==> config.mk <==
export PLATFORM = sky130hd
export DESIGN_NAME = hashed_wait_queue_engine
export DESIGN_NICKNAME = d
export VERILOG_FILES = /design/src/sv/hwq_pkg.sv /design/src/sv/hwq_ram.sv /design/src/sv/hwq_ctrl.sv /design/src/sv/hwq_dp.sv /design/src/sv/hashed_wait_queue_engine.sv
export SDC_FILE = /design/constraint.sdc
export NUM_CORES = 2
export LEC_CHECK = 0
export BUFFER_PORTS_ARGS = -buffer_cell sky130_fd_sc_hd__clkbuf_2
export CORE_MARGIN = 1.5
export CORE_UTILIZATION = 35
export CTS_BUF_LIST = sky130_fd_sc_hd__clkbuf_4
export DETAILED_ROUTE_END_ITERATION = 12
export PLACE_DENSITY = 0.57
export REMOVE_ABC_BUFFERS = 1
export SYNTH_ARGS = -nofsm -noshare
export SYNTH_HDL_FRONTEND = slang
export SYNTH_SLANG_ARGS = --single-unit
==> constraint.sdc <==
create_clock -name clk_i -period 18.5 [get_ports clk_i]
set_clock_uncertainty 0.15 [all_clocks]
set_input_delay 3.7 -clock clk_i [delete_from_list [all_inputs] [get_ports clk_i]]
set_output_delay 3.7 -clock clk_i [all_outputs]
set_load 0.03 [all_outputs]
==> src/sv/hwq_pkg.sv <==
// Shared types, request codes and controller/datapath command and status for the wait queue.
`default_nettype none

package hwq_pkg;

  localparam int REQ_W = 2;
  localparam int KEY_W = 32;
  localparam int TID_W = 5;

  localparam logic [REQ_W-1:0] REQ_ADD      = 2'd0;
  localparam logic [REQ_W-1:0] REQ_WAKE_ONE = 2'd1;
  localparam logic [REQ_W-1:0] REQ_WAKE_ALL = 2'd2;
  localparam logic [REQ_W-1:0] REQ_RSVD     = 2'd3;

  typedef struct packed {
    logic [REQ_W-1:0] req_type;
    logic [KEY_W-1:0] resource_key;
    logic [TID_W-1:0] thread_id;
  } req_t;

  typedef struct packed {
    logic [TID_W-1:0] woken_thread;
    logic             found;
    logic             last;
  } rsp_t;

  typedef enum logic [3:0] {
    OP_NONE,
    OP_CLEAR,
    OP_LOAD,
    OP_MOD,
    OP_HEAD,
    OP_ADD_HEAD,
    OP_ADD_START,
    OP_ADD_STEP,
    OP_ADD_TAIL,
    OP_WK_START,
    OP_WK_MISS,
    OP_WK_HIT,
    OP_WK_CLR,
    OP_WK_END
  } dp_op_e;

  typedef struct packed {
    dp_op_e op;
  } dp_cmd_t;

  typedef struct packed {
    logic in_drop;
    logic req_add;
    logic req_all;
    logic clr_last;
    logic mod_last;
    logic head_ok;
    logic link_ok;
    logic key_match;
    logic miss_cont;
    logic hit_cont;
    logic out_free;
  } dp_sts_t;

endpackage

`default_nettype wire

==> src/sv/hwq_ram.sv <==
// Generic single-write, single-read RAM with registered, write-first read data.
`default_nettype none

module hwq_ram #(
  parameter int WIDTH = 8,
  parameter int DEPTH = 32,
  localparam int AW = (DEPTH > 1) ? $clog2(DEPTH) : 1
) (
  input  wire logic             clk_i,
  input  wire logic             we_i,
  input  wire logic [AW-1:0]    waddr_i,
  input  wire logic [WIDTH-1:0] wdata_i,
  input  wire logic             re_i,
  input  wire logic [AW-1:0]    raddr_i,
  output logic      [WIDTH-1:0] rdata_o
);

  logic [WIDTH-1:0] mem_q [DEPTH];
  logic [WIDTH-1:0] rdata_q;

  always_ff @(posedge clk_i) begin
    if (we_i) begin
      mem_q[waddr_i] <= wdata_i;
    end
    if (re_i) begin
      if (we_i && (waddr_i == raddr_i)) begin
        rdata_q <= wdata_i;
      end else begin
        rdata_q <= mem_q[raddr_i];
      end
    end
  end

  assign rdata_o = rdata_q;

endmodule

`default_nettype wire

==> src/sv/hwq_ctrl.sv <==
// Controller state machine that sequences clearing, bucket hashing and chain walks.
`default_nettype none

module hwq_ctrl
  import hwq_pkg::*;
(
  input  wire logic    clk_i,
  input  wire logic    rst_ni,
  input  wire logic    in_valid_i,
  output logic         in_ready_o,
  input  wire dp_sts_t sts_i,
  output dp_cmd_t      cmd_o
);

  localparam logic [3:0] S_CLEAR = 4'd0;
  localparam logic [3:0] S_IDLE  = 4'd1;
  localparam logic [3:0] S_MOD   = 4'd2;
  localparam logic [3:0] S_HEAD  = 4'd3;
  localparam logic [3:0] S_HCHK  = 4'd4;
  localparam logic [3:0] S_AWALK = 4'd5;
  localparam logic [3:0] S_WCMP  = 4'd6;
  localparam logic [3:0] S_WCLR  = 4'd7;
  localparam logic [3:0] S_WEND  = 4'd8;

  logic [3:0] state_q, state_d;

  always_comb begin
    state_d    = state_q;
    cmd_o.op   = OP_NONE;
    in_ready_o = 1'b0;
    unique case (state_q)
      S_CLEAR: begin
        cmd_o.op = OP_CLEAR;
        if (sts_i.clr_last) begin
          state_d = S_IDLE;
        end
      end
      S_IDLE: begin
        in_ready_o = 1'b1;
        if (in_valid_i) begin
          cmd_o.op = OP_LOAD;
          if (!sts_i.in_drop) begin
            state_d = S_MOD;
          end
        end
      end
      S_MOD: begin
        cmd_o.op = OP_MOD;
        if (sts_i.mod_last) begin
          state_d = S_HEAD;
        end
      end
      S_HEAD: begin
        cmd_o.op = OP_HEAD;
        state_d  = S_HCHK;
      end
      S_HCHK: begin
        if (sts_i.req_add) begin
          if (sts_i.head_ok) begin
            cmd_o.op = OP_ADD_START;
            state_d  = S_AWALK;
          end else begin
            cmd_o.op = OP_ADD_HEAD;
            state_d  = S_IDLE;
          end
        end else if (sts_i.head_ok) begin
          cmd_o.op = OP_WK_START;
          state_d  = S_WCMP;
        end else begin
          state_d = S_WEND;
        end
      end
      S_AWALK: begin
        if (sts_i.link_ok) begin
          cmd_o.op = OP_ADD_STEP;
        end else begin
          cmd_o.op = OP_ADD_TAIL;
          state_d  = S_IDLE;
        end
      end
      S_WCMP: begin
        if (sts_i.key_match) begin
          cmd_o.op = OP_WK_HIT;
          state_d  = S_WCLR;
        end else begin
          cmd_o.op = OP_WK_MISS;
          if (!sts_i.miss_cont) begin
            state_d = S_WEND;
          end
        end
      end
      S_WCLR: begin
        if (sts_i.out_free) begin
          cmd_o.op = OP_WK_CLR;
          if (sts_i.req_all && sts_i.hit_cont) begin
            state_d = S_WCMP;
          end else begin
            state_d = S_WEND;
          end
        end
      end
      S_WEND: begin
        if (sts_i.out_free) begin
          cmd_o.op = OP_WK_END;
          state_d  = S_IDLE;
        end
      end
      default: begin
        state_d = S_IDLE;
      end
    endcase
  end

  always_ff @(posedge clk_i or negedge rst_ni) begin
    if (!rst_ni) begin
      state_q <= S_CLEAR;
    end else begin
      state_q <= state_d;
    end
  end

  a_ready_idle_only: assert property (@(posedge clk_i) disable iff (!rst_ni)
    in_ready_o |-> (state_q == S_IDLE) && (cmd_o.op == OP_LOAD || !in_valid_i))
    else $error("input taken outside idle");

  a_clear_leads_idle: assert property (@(posedge clk_i) disable iff (!rst_ni)
    (state_q == S_CLEAR) && sts_i.clr_last |=> (state_q == S_IDLE))
    else $error("clearing pass did not end in idle");

  a_emit_needs_slot: assert property (@(posedge clk_i) disable iff (!rst_ni)
    (cmd_o.op == OP_WK_CLR || cmd_o.op == OP_WK_END) |-> sts_i.out_free)
    else $error("result issued into occupied output register");

endmodule

`default_nettype wire

==> src/sv/hwq_dp.sv <==
// Datapath: key hashing, bucket/link/key tables, chain walk registers and output register.
`default_nettype none

module hwq_dp
  import hwq_pkg::*;
#(
  parameter int THREADS  = 32,
  parameter int BUCKETS  = 127,
  parameter int KEY_BITS = 32
) (
  input  wire logic    clk_i,
  input  wire logic    rst_ni,
  input  wire req_t    in_data_i,
  input  wire logic    out_ready_i,
  output logic         out_valid_o,
  output rsp_t         out_data_o,
  input  wire dp_cmd_t cmd_i,
  output dp_sts_t      sts_o
);

  localparam int TW    = $clog2(THREADS);
  localparam int BW    = (BUCKETS > 1) ? $clog2(BUCKETS) : 1;
  localparam int SW    = $clog2(THREADS + 1);
  localparam int NW    = $clog2(THREADS);
  localparam int KP    = KEY_BITS + (KEY_BITS % 2);
  localparam int MODN  = KP / 2;
  localparam int MCW   = $clog2(MODN);
  localparam int CLR_N = (BUCKETS > THREADS) ? BUCKETS : THREADS;
  localparam int CW    = $clog2(CLR_N);

  localparam logic [BW+1:0] B1 = (BW+2)'(BUCKETS);
  localparam logic [BW+1:0] B2 = (BW+2)'(2 * BUCKETS);
  localparam logic [BW+1:0] B3 = (BW+2)'(3 * BUCKETS);

  function automatic logic tid_ok(input logic [TID_W-1:0] t);
    return (t != '0) && (int'(t) < THREADS);
  endfunction

  function automatic logic [TW-1:0] to_idx(input logic [TID_W-1:0] t);
    return TW'(t);
  endfunction

  logic [REQ_W-1:0]    req_q;
  logic [KEY_BITS-1:0] key_q;
  logic [TID_W-1:0]    tid_q;
  logic [KP-1:0]       ksh_q;
  logic [MCW-1:0]      mcnt_q;
  logic [BW-1:0]       rem_q;
  logic [TID_W-1:0]    cur_q, prev_q, succ_q, pend_q;
  logic                pend_valid_q;
  logic [SW-1:0]       steps_q;
  logic [NW-1:0]       n_q;
  logic [CW-1:0]       clr_q;
  rsp_t                out_q;
  logic                out_valid_q;

  logic [TID_W-1:0]    bh_rdata, nl_rdata;
  logic [KEY_BITS-1:0] wk_rdata;

  logic                bh_we, bh_re, nl_we, wk_we, tbl_re;
  logic [BW-1:0]       bh_waddr;
  logic [TID_W-1:0]    bh_wdata, nl_wdata;
  logic [TW-1:0]       nl_waddr, wk_waddr, tbl_raddr;
  logic [KEY_BITS-1:0] wk_wdata;

  logic [BW+1:0]       mod_t;
  logic [BW+1:0]       mod_r;
  logic                out_free;
  dp_op_e              op;

  assign op       = cmd_i.op;
  assign out_free = !out_valid_q || out_ready_i;

  always_comb begin
    mod_t = {rem_q, ksh_q[KP-1 -: 2]};
    if (mod_t >= B3) begin
      mod_r = mod_t - B3;
    end else if (mod_t >= B2) begin
      mod_r = mod_t - B2;
    end else if (mod_t >= B1) begin
      mod_r = mod_t - B1;
    end else begin
      mod_r = mod_t;
    end
  end

  always_comb begin
    bh_we    = 1'b0;
    bh_waddr = rem_q;
    bh_wdata = '0;
    bh_re    = (op == OP_HEAD);
    nl_we    = 1'b0;
    nl_waddr = to_idx(cur_q);
    nl_wdata = '0;
    wk_we    = 1'b0;
    wk_waddr = to_idx(cur_q);
    wk_wdata = '0;
    tbl_re   = 1'b0;
    tbl_raddr = to_idx(nl_rdata);
    unique case (op)
      OP_CLEAR: begin
        bh_we    = int'(clr_q) < BUCKETS;
        bh_waddr = clr_q[BW-1:0];
        nl_we    = int'(clr_q) < THREADS;
        nl_waddr = clr_q[TW-1:0];
        wk_we    = int'(clr_q) < THREADS;
        wk_waddr = clr_q[TW-1:0];
      end
      OP_HEAD: begin
        nl_we    = (req_q == REQ_ADD);
        nl_waddr = to_idx(tid_q);
        wk_we    = (req_q == REQ_ADD);
        wk_waddr = to_idx(tid_q);
        wk_wdata = key_q;
      end
      OP_ADD_HEAD: begin
        bh_we    = 1'b1;
        bh_wdata = tid_q;
      end
      OP_ADD_START, OP_WK_START: begin
        tbl_re    = 1'b1;
        tbl_raddr = to_idx(bh_rdata);
      end
      OP_ADD_STEP, OP_WK_MISS: begin
        tbl_re = 1'b1;
      end
      OP_ADD_TAIL: begin
        nl_we    = 1'b1;
        nl_wdata = tid_q;
      end
      OP_WK_HIT: begin
        bh_we    = (prev_q == '0);
        bh_wdata = nl_rdata;
        nl_we    = (prev_q != '0);
        nl_waddr = to_idx(prev_q);
        nl_wdata = nl_rdata;
        wk_we    = 1'b1;
      end
      OP_WK_CLR: begin
        nl_we     = 1'b1;
        tbl_re    = 1'b1;
        tbl_raddr = to_idx(succ_q);
      end
      default: begin
      end
    endcase
  end

  hwq_ram #(.WIDTH(TID_W), .DEPTH(BUCKETS)) u_bucket_head (
    .clk_i   (clk_i),
    .we_i    (bh_we),
    .waddr_i (bh_waddr),
    .wdata_i (bh_wdata),
    .re_i    (bh_re),
    .raddr_i (rem_q),
    .rdata_o (bh_rdata)
  );

  hwq_ram #(.WIDTH(TID_W), .DEPTH(THREADS)) u_next_link (
    .clk_i   (clk_i),
    .we_i    (nl_we),
    .waddr_i (nl_waddr),
    .wdata_i (nl_wdata),
    .re_i    (tbl_re),
    .raddr_i (tbl_raddr),
    .rdata_o (nl_rdata)
  );

  hwq_ram #(.WIDTH(KEY_BITS), .DEPTH(THREADS)) u_waiting_key (
    .clk_i   (clk_i),
    .we_i    (wk_we),
    .waddr_i (wk_waddr),
    .wdata_i (wk_wdata),
    .re_i    (tbl_re),
    .raddr_i (tbl_raddr),
    .rdata_o (wk_rdata)
  );

  always_ff @(posedge clk_i) begin
    unique case (op)
      OP_LOAD: begin
        req_q  <= in_data_i.req_type;
        key_q  <= KEY_BITS'(in_data_i.resource_key);
        tid_q  <= in_data_i.thread_id;
        ksh_q  <= KP'(KEY_BITS'(in_data_i.resource_key));
        mcnt_q <= MCW'(MODN - 1);
        rem_q  <= '0;
      end
      OP_MOD: begin
        ksh_q  <= {ksh_q[KP-3:0], 2'b00};
        mcnt_q <= mcnt_q - MCW'(1);
        rem_q  <= mod_r[BW-1:0];
      end
      OP_ADD_START: begin
        cur_q   <= bh_rdata;
        steps_q <= '0;
      end
      OP_ADD_STEP: begin
        cur_q   <= nl_rdata;
        steps_q <= steps_q + SW'(1);
      end
      OP_WK_START: begin
        cur_q   <= bh_rdata;
        prev_q  <= '0;
        steps_q <= '0;
        n_q     <= '0;
      end
      OP_WK_MISS: begin
        prev_q  <= cur_q;
        cur_q   <= nl_rdata;
        steps_q <= steps_q + SW'(1);
      end
      OP_WK_HIT: begin
        succ_q  <= nl_rdata;
        steps_q <= steps_q + SW'(1);
      end
      OP_WK_CLR: begin
        pend_q <= cur_q;
        cur_q  <= succ_q;
        n_q    <= n_q + NW'(1);
      end
      default: begin
      end
    endcase
  end

  always_ff @(posedge clk_i or negedge rst_ni) begin
    if (!rst_ni) begin
      clr_q        <= '0;
      pend_valid_q <= 1'b0;
      out_valid_q  <= 1'b0;
    end else begin
      if (op == OP_CLEAR) begin
        clr_q <= clr_q + CW'(1);
      end
      if (op == OP_WK_START) begin
        pend_valid_q <= 1'b0;
      end else if (op == OP_WK_CLR) begin
        pend_valid_q <= 1'b1;
      end else if (op == OP_WK_END || op == OP_LOAD) begin
        pend_valid_q <= 1'b0;
      end
      if ((op == OP_WK_CLR && pend_valid_q) || op == OP_WK_END) begin
        out_valid_q <= 1'b1;
      end else if (out_ready_i) begin
        out_valid_q <= 1'b0;
      end
    end
  end

  always_ff @(posedge clk_i) begin
    if (op == OP_WK_CLR && pend_valid_q) begin
      out_q <= '{woken_thread: pend_q, found: 1'b1, last: 1'b0};
    end else if (op == OP_WK_END) begin
      if (pend_valid_q) begin
        out_q <= '{woken_thread: pend_q, found: 1'b1, last: 1'b1};
      end else begin
        out_q <= '{woken_thread: '0, found: 1'b0, last: 1'b1};
      end
    end
  end

  assign out_valid_o = out_valid_q;
  assign out_data_o  = out_q;

  assign sts_o.in_drop   = (in_data_i.req_type == REQ_RSVD) ||
                           ((in_data_i.req_type == REQ_ADD) && !tid_ok(in_data_i.thread_id));
  assign sts_o.req_add   = (req_q == REQ_ADD);
  assign sts_o.req_all   = (req_q == REQ_WAKE_ALL);
  assign sts_o.clr_last  = (clr_q == CW'(CLR_N - 1));
  assign sts_o.mod_last  = (mcnt_q == '0);
  assign sts_o.head_ok   = tid_ok(bh_rdata);
  assign sts_o.link_ok   = tid_ok(nl_rdata) && (int'(steps_q) < THREADS);
  assign sts_o.key_match = (wk_rdata == key_q);
  assign sts_o.miss_cont = tid_ok(nl_rdata) && (int'(steps_q) + 1 < THREADS) &&
                           (int'(n_q) < THREADS - 1);
  assign sts_o.hit_cont  = tid_ok(succ_q) && (int'(steps_q) < THREADS) &&
                           (int'(n_q) + 1 < THREADS - 1);
  assign sts_o.out_free  = out_free;

  a_bucket_in_range: assert property (@(posedge clk_i) disable iff (!rst_ni)
    (op == OP_HEAD) |-> (int'(rem_q) < BUCKETS))
    else $error("bucket index out of range");

  a_steps_bounded: assert property (@(posedge clk_i) disable iff (!rst_ni)
    (op == OP_ADD_STEP || op == OP_WK_MISS || op == OP_WK_HIT) |-> (int'(steps_q) < THREADS))
    else $error("chain walk exceeded its bound");

  a_unlink_valid_tid: assert property (@(posedge clk_i) disable iff (!rst_ni)
    (op == OP_WK_HIT) |-> tid_ok(cur_q))
    else $error("unlink of an invalid thread id");

  a_last_ends_request: assert property (@(posedge clk_i) disable iff (!rst_ni)
    (op == OP_WK_END) |=> out_valid_q && out_q.last && !pend_valid_q)
    else $error("final result not marked last");

endmodule

`default_nettype wire

==> src/sv/hashed_wait_queue_engine.sv <==
// Top level of the hashed wait queue: controller and datapath.
`default_nettype none

// Hashed wait queue. A thread waits on a key in bucket (key mod BUCKETS), and each bucket
// holds a FIFO chain linked through a per-thread successor table. After reset the block
// clears its tables over max(BUCKETS, THREADS) addresses (127 by default) with in_ready_o low.
// A request is then accepted, its key is reduced to its bucket two key bits per cycle, the
// bucket head is read and the chain is walked; a wake-one unlinks the first matching thread,
// a wake-all each one (at most THREADS-1), and a wake then issues a final result. While a
// result waits for out_ready_i the wake walk stalls. The walk is set by the single read
// port of the link and key tables, one link per cycle while no result waits for out_ready_i.
// An add gives no result; a wake gives one result per unlinked thread, or a single not-found
// result, and the last one carries last. Adds with thread id 0 or THREADS and above, and the
// unused request type, are taken and dropped at once.
module hashed_wait_queue_engine
  import hwq_pkg::*;
#(
  parameter int THREADS  = 32,
  parameter int BUCKETS  = 127,
  parameter int KEY_BITS = 32
) (
  input  wire logic clk_i,
  input  wire logic rst_ni,
  input  wire logic in_valid_i,
  output logic      in_ready_o,
  input  wire req_t in_data_i,
  output logic      out_valid_o,
  input  wire logic out_ready_i,
  output rsp_t      out_data_o
);

  dp_cmd_t cmd;
  dp_sts_t sts;

  hwq_ctrl u_ctrl (
    .clk_i      (clk_i),
    .rst_ni     (rst_ni),
    .in_valid_i (in_valid_i),
    .in_ready_o (in_ready_o),
    .sts_i      (sts),
    .cmd_o      (cmd)
  );

  hwq_dp #(
    .THREADS  (THREADS),
    .BUCKETS  (BUCKETS),
    .KEY_BITS (KEY_BITS)
  ) u_dp (
    .clk_i       (clk_i),
    .rst_ni      (rst_ni),
    .in_data_i   (in_data_i),
    .out_ready_i (out_ready_i),
    .out_valid_o (out_valid_o),
    .out_data_o  (out_data_o),
    .cmd_i       (cmd),
    .sts_o       (sts)
  );

endmodule

`default_nettype wire

* Word-level counts from Yosys, hierarchy flattened
Memory sizes are Yosys's and may differ from the RTL's. A register that Yosys moved wholly into a read port is not among the register bits. Index checks and enable logic that the tools add are counted.
Storage, ports and cells: flip-flop bits (word level) 133, RAM bits 1819, output and inout bits 9, memories 3
Cells by class: $add $sub $neg 9, magnitude comparators 9, equality and inequality tests 33, mux-type cells 59, reductions and logical operators 38
Memory list:
- u_dp.u_waiting_key.mem_q | depth 32, bits a word 32, rd ports 1, clocked after Yosys merged registers in 1, write ports 1, RTL line hwq_ram.sv:18 | logic [WIDTH-1:0] mem_q [DEPTH];
- u_dp.u_bucket_head.mem_q | depth 127, bits a word 5, rd ports 1, clocked after Yosys merged registers in 1, write ports 1, RTL line hwq_ram.sv:18
- u_dp.u_next_link.mem_q | depth 32, bits a word 5, rd ports 1, clocked after Yosys merged registers in 1, write ports 1, RTL line hwq_ram.sv:18
Operator list (count):
- $pmux 4 s9 | 2
- $mux 4 | 17
- $pmux 32 s2 | 1
- $pmux 5 s2 | 6
- $mux 7 | 7
- $eq 32x32->1 | 1
- $eq 4x3->1 const B | 8
- $lt 32x6->1 const B | 1
- $lt 32x7->1 const B | 1
- $mux 32 | 1
- $pmux 5 s3 | 2
- $eq 4x4->1 const B | 7
- $reduce_bool 5->1 | 5
- $sub 7x7->7 const B | 3
- $eq 4x2->1 const B | 4
- $mux 1 | 14
- $pmux 7 s2 | 1
- $pmux 6 s2 | 1
- $reduce_bool 2->1 | 6
- $ne 2x2->1 const B | 5
- $ge 9x7->1 const B | 1
- $ge 9x8->1 const B | 1
- $ge 9x9->1 const B | 1
- $eq 4x1->1 const B | 2
- other kinds (30) | 50

* Logic depth before layout (Yosys ltp)
depth in word-level cells 9, depth in mapped cells 20, mapped depth without buffers 16

* Cells and area by module
Synthesis repeated with hierarchy kept, for this count alone.
Second synthesis, totals: cell total of the unflattened synthesis 4578, area total of the unflattened synthesis 80749.9 um^2
Modules (own cells, without submodules):
- hwq_ram at u_dp.u_waiting_key | instances 1, cells an instance 2181, area each 41317.1 um^2, seq. area each 31710.4 um^2
- hwq_ram at u_dp.u_bucket_head | instances 1, cells an instance 1315, area each 25430.6 um^2, seq. area each 19218.4 um^2
- hwq_dp | instances 1, cells an instance 635, area each 6697.7 um^2, seq. area each 3808.7 um^2
- hwq_ram at u_dp.u_next_link | instances 1, cells an instance 368, area each 6697.7 um^2, seq. area each 4954.8 um^2
- hwq_ctrl | instances 1, cells an instance 79, area each 606.8 um^2, seq. area each 100.1 um^2

* Worst setup path after synthesis
OpenSTA, ideal clock, no wires.
path kind input port to flip-flop, from input port out_ready_i, to memory u_dp.u_bucket_head.mem_q[0][2] (netlist name) (data pin), library setup time 1.190 ns, data arrival time 9.823 ns, required time 17.160 ns, slack 7.336 ns, stages 6, path buffers 0, cells stage by stage nand2b_1 > o21ai_0 > nand3_1 > nor3_2 > o21ai_2 > o21ai_0
Between the ends: cells in the longest elaborated chain, start to end 5, elaborated cells on any way between the ends 7
Ends and longest elaborated chain:
- start: declaration | RTL line hashed_wait_queue_engine.sv:28 | input wire logic out_ready_i,
- $logic_or 1x1->1 * | RTL line hwq_dp.sv:72 | assign out_free = !out_valid_q || out_ready_i;
- $mux 4 (on tied branches) | RTL line hwq_ctrl.sv:103, hwq_ctrl.sv:93
- $pmux 4 s9 * | RTL line hwq_ctrl.sv:31 | unique case (state_q)
- $eq 4x4->1 / $eq 4x3->1 (equally long branches) | RTL line hwq_dp.sv:100 | unique case (op)
- $pmux 5 s2 * | RTL line hwq_dp.sv:100
- net u_dp.bh_wdata[2] | RTL line hwq_dp.sv:62 | logic [TID_W-1:0] bh_wdata, nl_wdata;
- end: declaration | RTL line hwq_ram.sv:18
The timed path passes the listed nets; every way through them passes the cells marked *.

* Worst setup path in the final report
from input port out_ready_i, to register u_dp.u_waiting_key.rdata_q[15] (netlist: u_dp.u_waiting_key.rdata_o[15]) (read register of u_dp.u_waiting_key.mem_q) (data pin)
Between the ends: cells in the longest elaborated chain, start to end 6, elaborated cells on any way between the ends 13
Ends and longest elaborated chain:
- $logic_or 1x1->1 * | RTL line hwq_dp.sv:72
- $mux 4 (on tied branches) | RTL line hwq_ctrl.sv:103, hwq_ctrl.sv:93
- $pmux 4 s9 * | RTL line hwq_ctrl.sv:31
- $eq 4x3->1 / $eq 4x4->1 (equally long branches) | RTL line hwq_dp.sv:100
- $reduce_or 2->1 (no line) / $reduce_or 5->1 (equally long branches)
- $pmux 5 s2 / $mux 1 (equally long branches) | RTL line hwq_dp.sv:100
- end: declaration | RTL line hwq_ram.sv:19 | logic [WIDTH-1:0] rdata_q;
Mark *: on every way between the ends. The rest lies on a longest branch, timed or not. A chain may end at the register's enable or synchronous reset.

==> flow_summary.ini <==
[run_status]
outcome = finished clean

[worst_setup_path]
crit_slowest_cell = buf_4
r2r-start = u_dp.u_bucket_head.rdata_o[2]
crit_fanout = 134
worstPathRequired_ns = 19.46
r2r.worst_path.cells = 20
setup.worst_path.class = in2reg
arrival_ns = 9.42
crit_chain = clkbuf_2 -> nand2b_1 -> o21ai_0 -> nand2_1 -> nor4_4 -> o21ai_1 -> a31oi_4 -> buf_4 -> buf_12 -> buf_12 -> buf_4 -> mux2i_1 -> a32oi_1 -> nand4_1 -> o2111ai_1 -> or4_1
setup.worst_path.end_class = flop
r2r-end = u_dp.u_waiting_key.rdata_o[15]
rrSetupSlack_ns = 10.77
start_kind = input pin
critical_path.max_stage_delay_ns = 0.73

[timing]
period_share_pct = 45.7
rsz0062_at_grt = false
hold_viol_final = 0
period_needed_ns = 8.46
drv_slew = 0
finalSetupViolCount = 0
max_freq_mhz = 118
worstMarginPinSlew_ns = 1.16
slew_headroom_pct = 22.7

[power]
power_frac_seq_pct = 37.2
internal-power_mw = 9.38
pwr-share-comb_pct = 40.5
p_switching_mw = 6.31
peakVddDrop_v = 0.000200
p_clk_share_pct = 22.3
swShare_pct = 40.2
powerDensity_mw_per_mm2 = 174
leakagePower_nw = 30.6
power_mw = 15.7

[routing]
drtAntennaViolNets = 0
wl_met3_um = 16400
topRoutingLayerUsed = met5
firstDrtPassIters = 6
vias_per_cell = 5.30
drt_iter0_drc = 4866
wl_met2_um = 109000
post_drt_wl_per_cell_um = 24.7
vias = 47600
drc = 0
wl_met1_um = 88700
wirelength_um = 221000

[placed_design]
placedCellCount = 8124
dpl.hpwl_um = 118000
gp_congestion = 0.832
dpl_cell_area_mm2 = 0.0843
io_buffers = 51

[clock_tree]
cts-buffers-inserted = 496
cts_buffer_depth = 4
cts_tree = yes
clk_latency_ns = 1.44
post_cts_buffers = 0
clock_sinks = 1994
root_buffer = clkbuf_4
h-tree-depth = 5
cts_hold_buf = 0
ctsResizeCount = 0
clkSlewWorstSetupHoldPaths_ns = 0.07

[layout]
fin_cells = 8976
area_growth_pct = 12.2
final_area_mm2 = 0.0903
drive_above_1_share_pct = 20.3
n_fill_cell = 20900
nets = 5671

[global_routing]
grt_pass1_vias = 47000
grt_use_total_pct = 18.8
grt_max_degree = 173
antenna_found_initial = 7
grt-ovfl-total = 0
grt_pass1_wl_um = 321000

[synthesis]
yosysWarnings = 0
yosysTopAreaCellShare_pct = 73.9
yosysTopAreaCell = edfxtp_1
synth_cell_types = 87
ys_ff_latch = 1994
synth.area.top_cells = edfxtp_1, mux4_2, nand2_1, nand3_1, mux2i_1
synth_area_mm2 = 0.0804
async_flop_share_pct = 0.652
synth_edf_count = 1979
syn_inst = 5271
avgSynthCellArea_um2 = 15.3
ys_seq_area_share_pct = 74.3
ys.flop_type = edfxtp_1

[floorplan]
chipHeight_um = 482
num_rows = 175
start_util_pct = 35.3
ios = 52
die_area_mm2 = 0.233
coreArea_mm2 = 0.228
fp.dieW_um = 482

[run]
drv_cap = 0

[min_path]
hold-path-cell-count = 2
hp-start = u_dp.out_data_o[0]
worstHoldEndpoint = u_dp.out_data_o[0]
worstHoldPathType = reg2reg
## how the worst max path moves through the flow
stage                                                 to  cells after the start         from  slack [ns]
after floorplan              u_dp.u_next_link.rdata_o[3]                     12  out_ready_i       -4.04
after global placement    u_dp.u_waiting_key.rdata_o[14]                     16  out_ready_i        8.85
after detailed placement  u_dp.u_waiting_key.rdata_o[14]                     16  out_ready_i        8.80
after CTS                 u_dp.u_waiting_key.rdata_o[15]                     16  out_ready_i       10.32
after global routing       u_dp.u_waiting_key.rdata_o[7]                     16  out_ready_i        9.85
final                     u_dp.u_waiting_key.rdata_o[15]                     16  out_ready_i       10.04
## kinds of logic after synthesis
logic type / Yosys count / synth area share, %
buffers and inverters: 336 / 1.89
AOI/OAI and AO/OA: 324 / 3.07
and+or+nand+nor: 2190 / 12.2
adders and majority gates: 15 / 0.233
muxes: 355 / 7.67
xor gates and xnor gates: 57 / 0.621
DFF: 1994 / 74.3
## state kept, by name (all words and copies together) (netlist names), 6 cells and up
name / cells
u_dp.ksh_q: 32
u_dp.u_next_link.mem_q: 160
u_dp.u_waiting_key.mem_q: 1024
u_dp.clr_q: 7
u_dp.u_waiting_key.rdata_o: 32
u_dp.steps_q: 6
u_dp.key_q: 32
u_dp.out_data_o: 7
u_dp.u_bucket_head.mem_q: 635
u_dp.rem_q: 7
## routing by layer
| metal | global-route usage (%) | up-vias |
|---|---|---|
| met5 | 0 | - |
| met4 | 6.99 | 2 |
| met3 | 3.82 | 384 |
| met2 | 31.3 | 2040 |
| met1 | 24.2 | 24100 |
| li1 | - | 21100 |
## cell type report
cell class | count | area, um^2 | share of cell area [%]
multi-input cells | 2941 | 19600 | 21.7
inverters | 26 | 97.6 | 0.108
well taps | 3009 | 3760 | 4.17
repair buffers | 154 | 1080 | 1.19
clock inverters | 134 | 631 | 0.699
diodes | 10 | 25.0 | 0.0277
flip-flops and latches | 1994 | 59800 | 66.2
clock buffers | 708 | 5320 | 5.89
## metrics by stage
step | setup TNS [ns] | setup WS, ns | utilization [%] | hold WS (ns)
CTS | 0 | 10.32 | 39.6 | 0.298
finish | 0 | 10.04 | 39.6 | 0.292
global placement | 0 | 8.85 | 37.0 | 0.284
detailed placement | 0 | 8.80 | 37.0 | 0.288
global route | 0 | 9.85 | 39.6 | 0.318
floorplan | -117.15 | -4.04 | - | 0.291
## worst max-delay path: cells and delay by family
family	cells	cell delay, ns
buf+inv	5	2.53
simple gates	5	1.71
compound gates	5	0.88
mux	1	0.27
## cell usage in the layout, fill, tap and decap left out, drive strengths merged, types with 103 or more instances in the layout
master  instances
and3          122
buf           103
clkbuf        759
clkinv        126
edfxtp       1979
mux2i         136
mux4          208
nand2        1134
nand3         435
nor2          257
## cell usage after synthesis (all sizes together), types with 9 or more instances
master / count
o2111ai: 32
nor4: 10
and2: 41
o21ai: 38
nand2: 1134
or3: 15
nand2b: 14
a31oi: 19
nor3: 30
mux2: 11
or2: 16
dfrtp: 13
or4: 35
a211oi: 68
mux4: 208
a21oi: 37
and3: 122
nand3: 435
ha: 15
nand4: 59
inv: 24
nor2: 257
xnor2: 52
clkbuf: 128
buf: 182
mux2i: 136
a32oi: 36
edfxtp: 1979
o22ai: 9
## power groups by stage
stage	clock network (mW)	registers [mW]	logic [mW]
6_report	3.50	5.84	6.35
5_1_grt	3.81	5.85	6.82
4_1_cts	3.59	5.84	6.35
2_1_floorplan	0	6.00	5.36
3_5_place_dp	0	5.93	6.33
3_3_place_gp	0	5.93	6.28
Note: power is estimated with default switching activity, not from simulation.
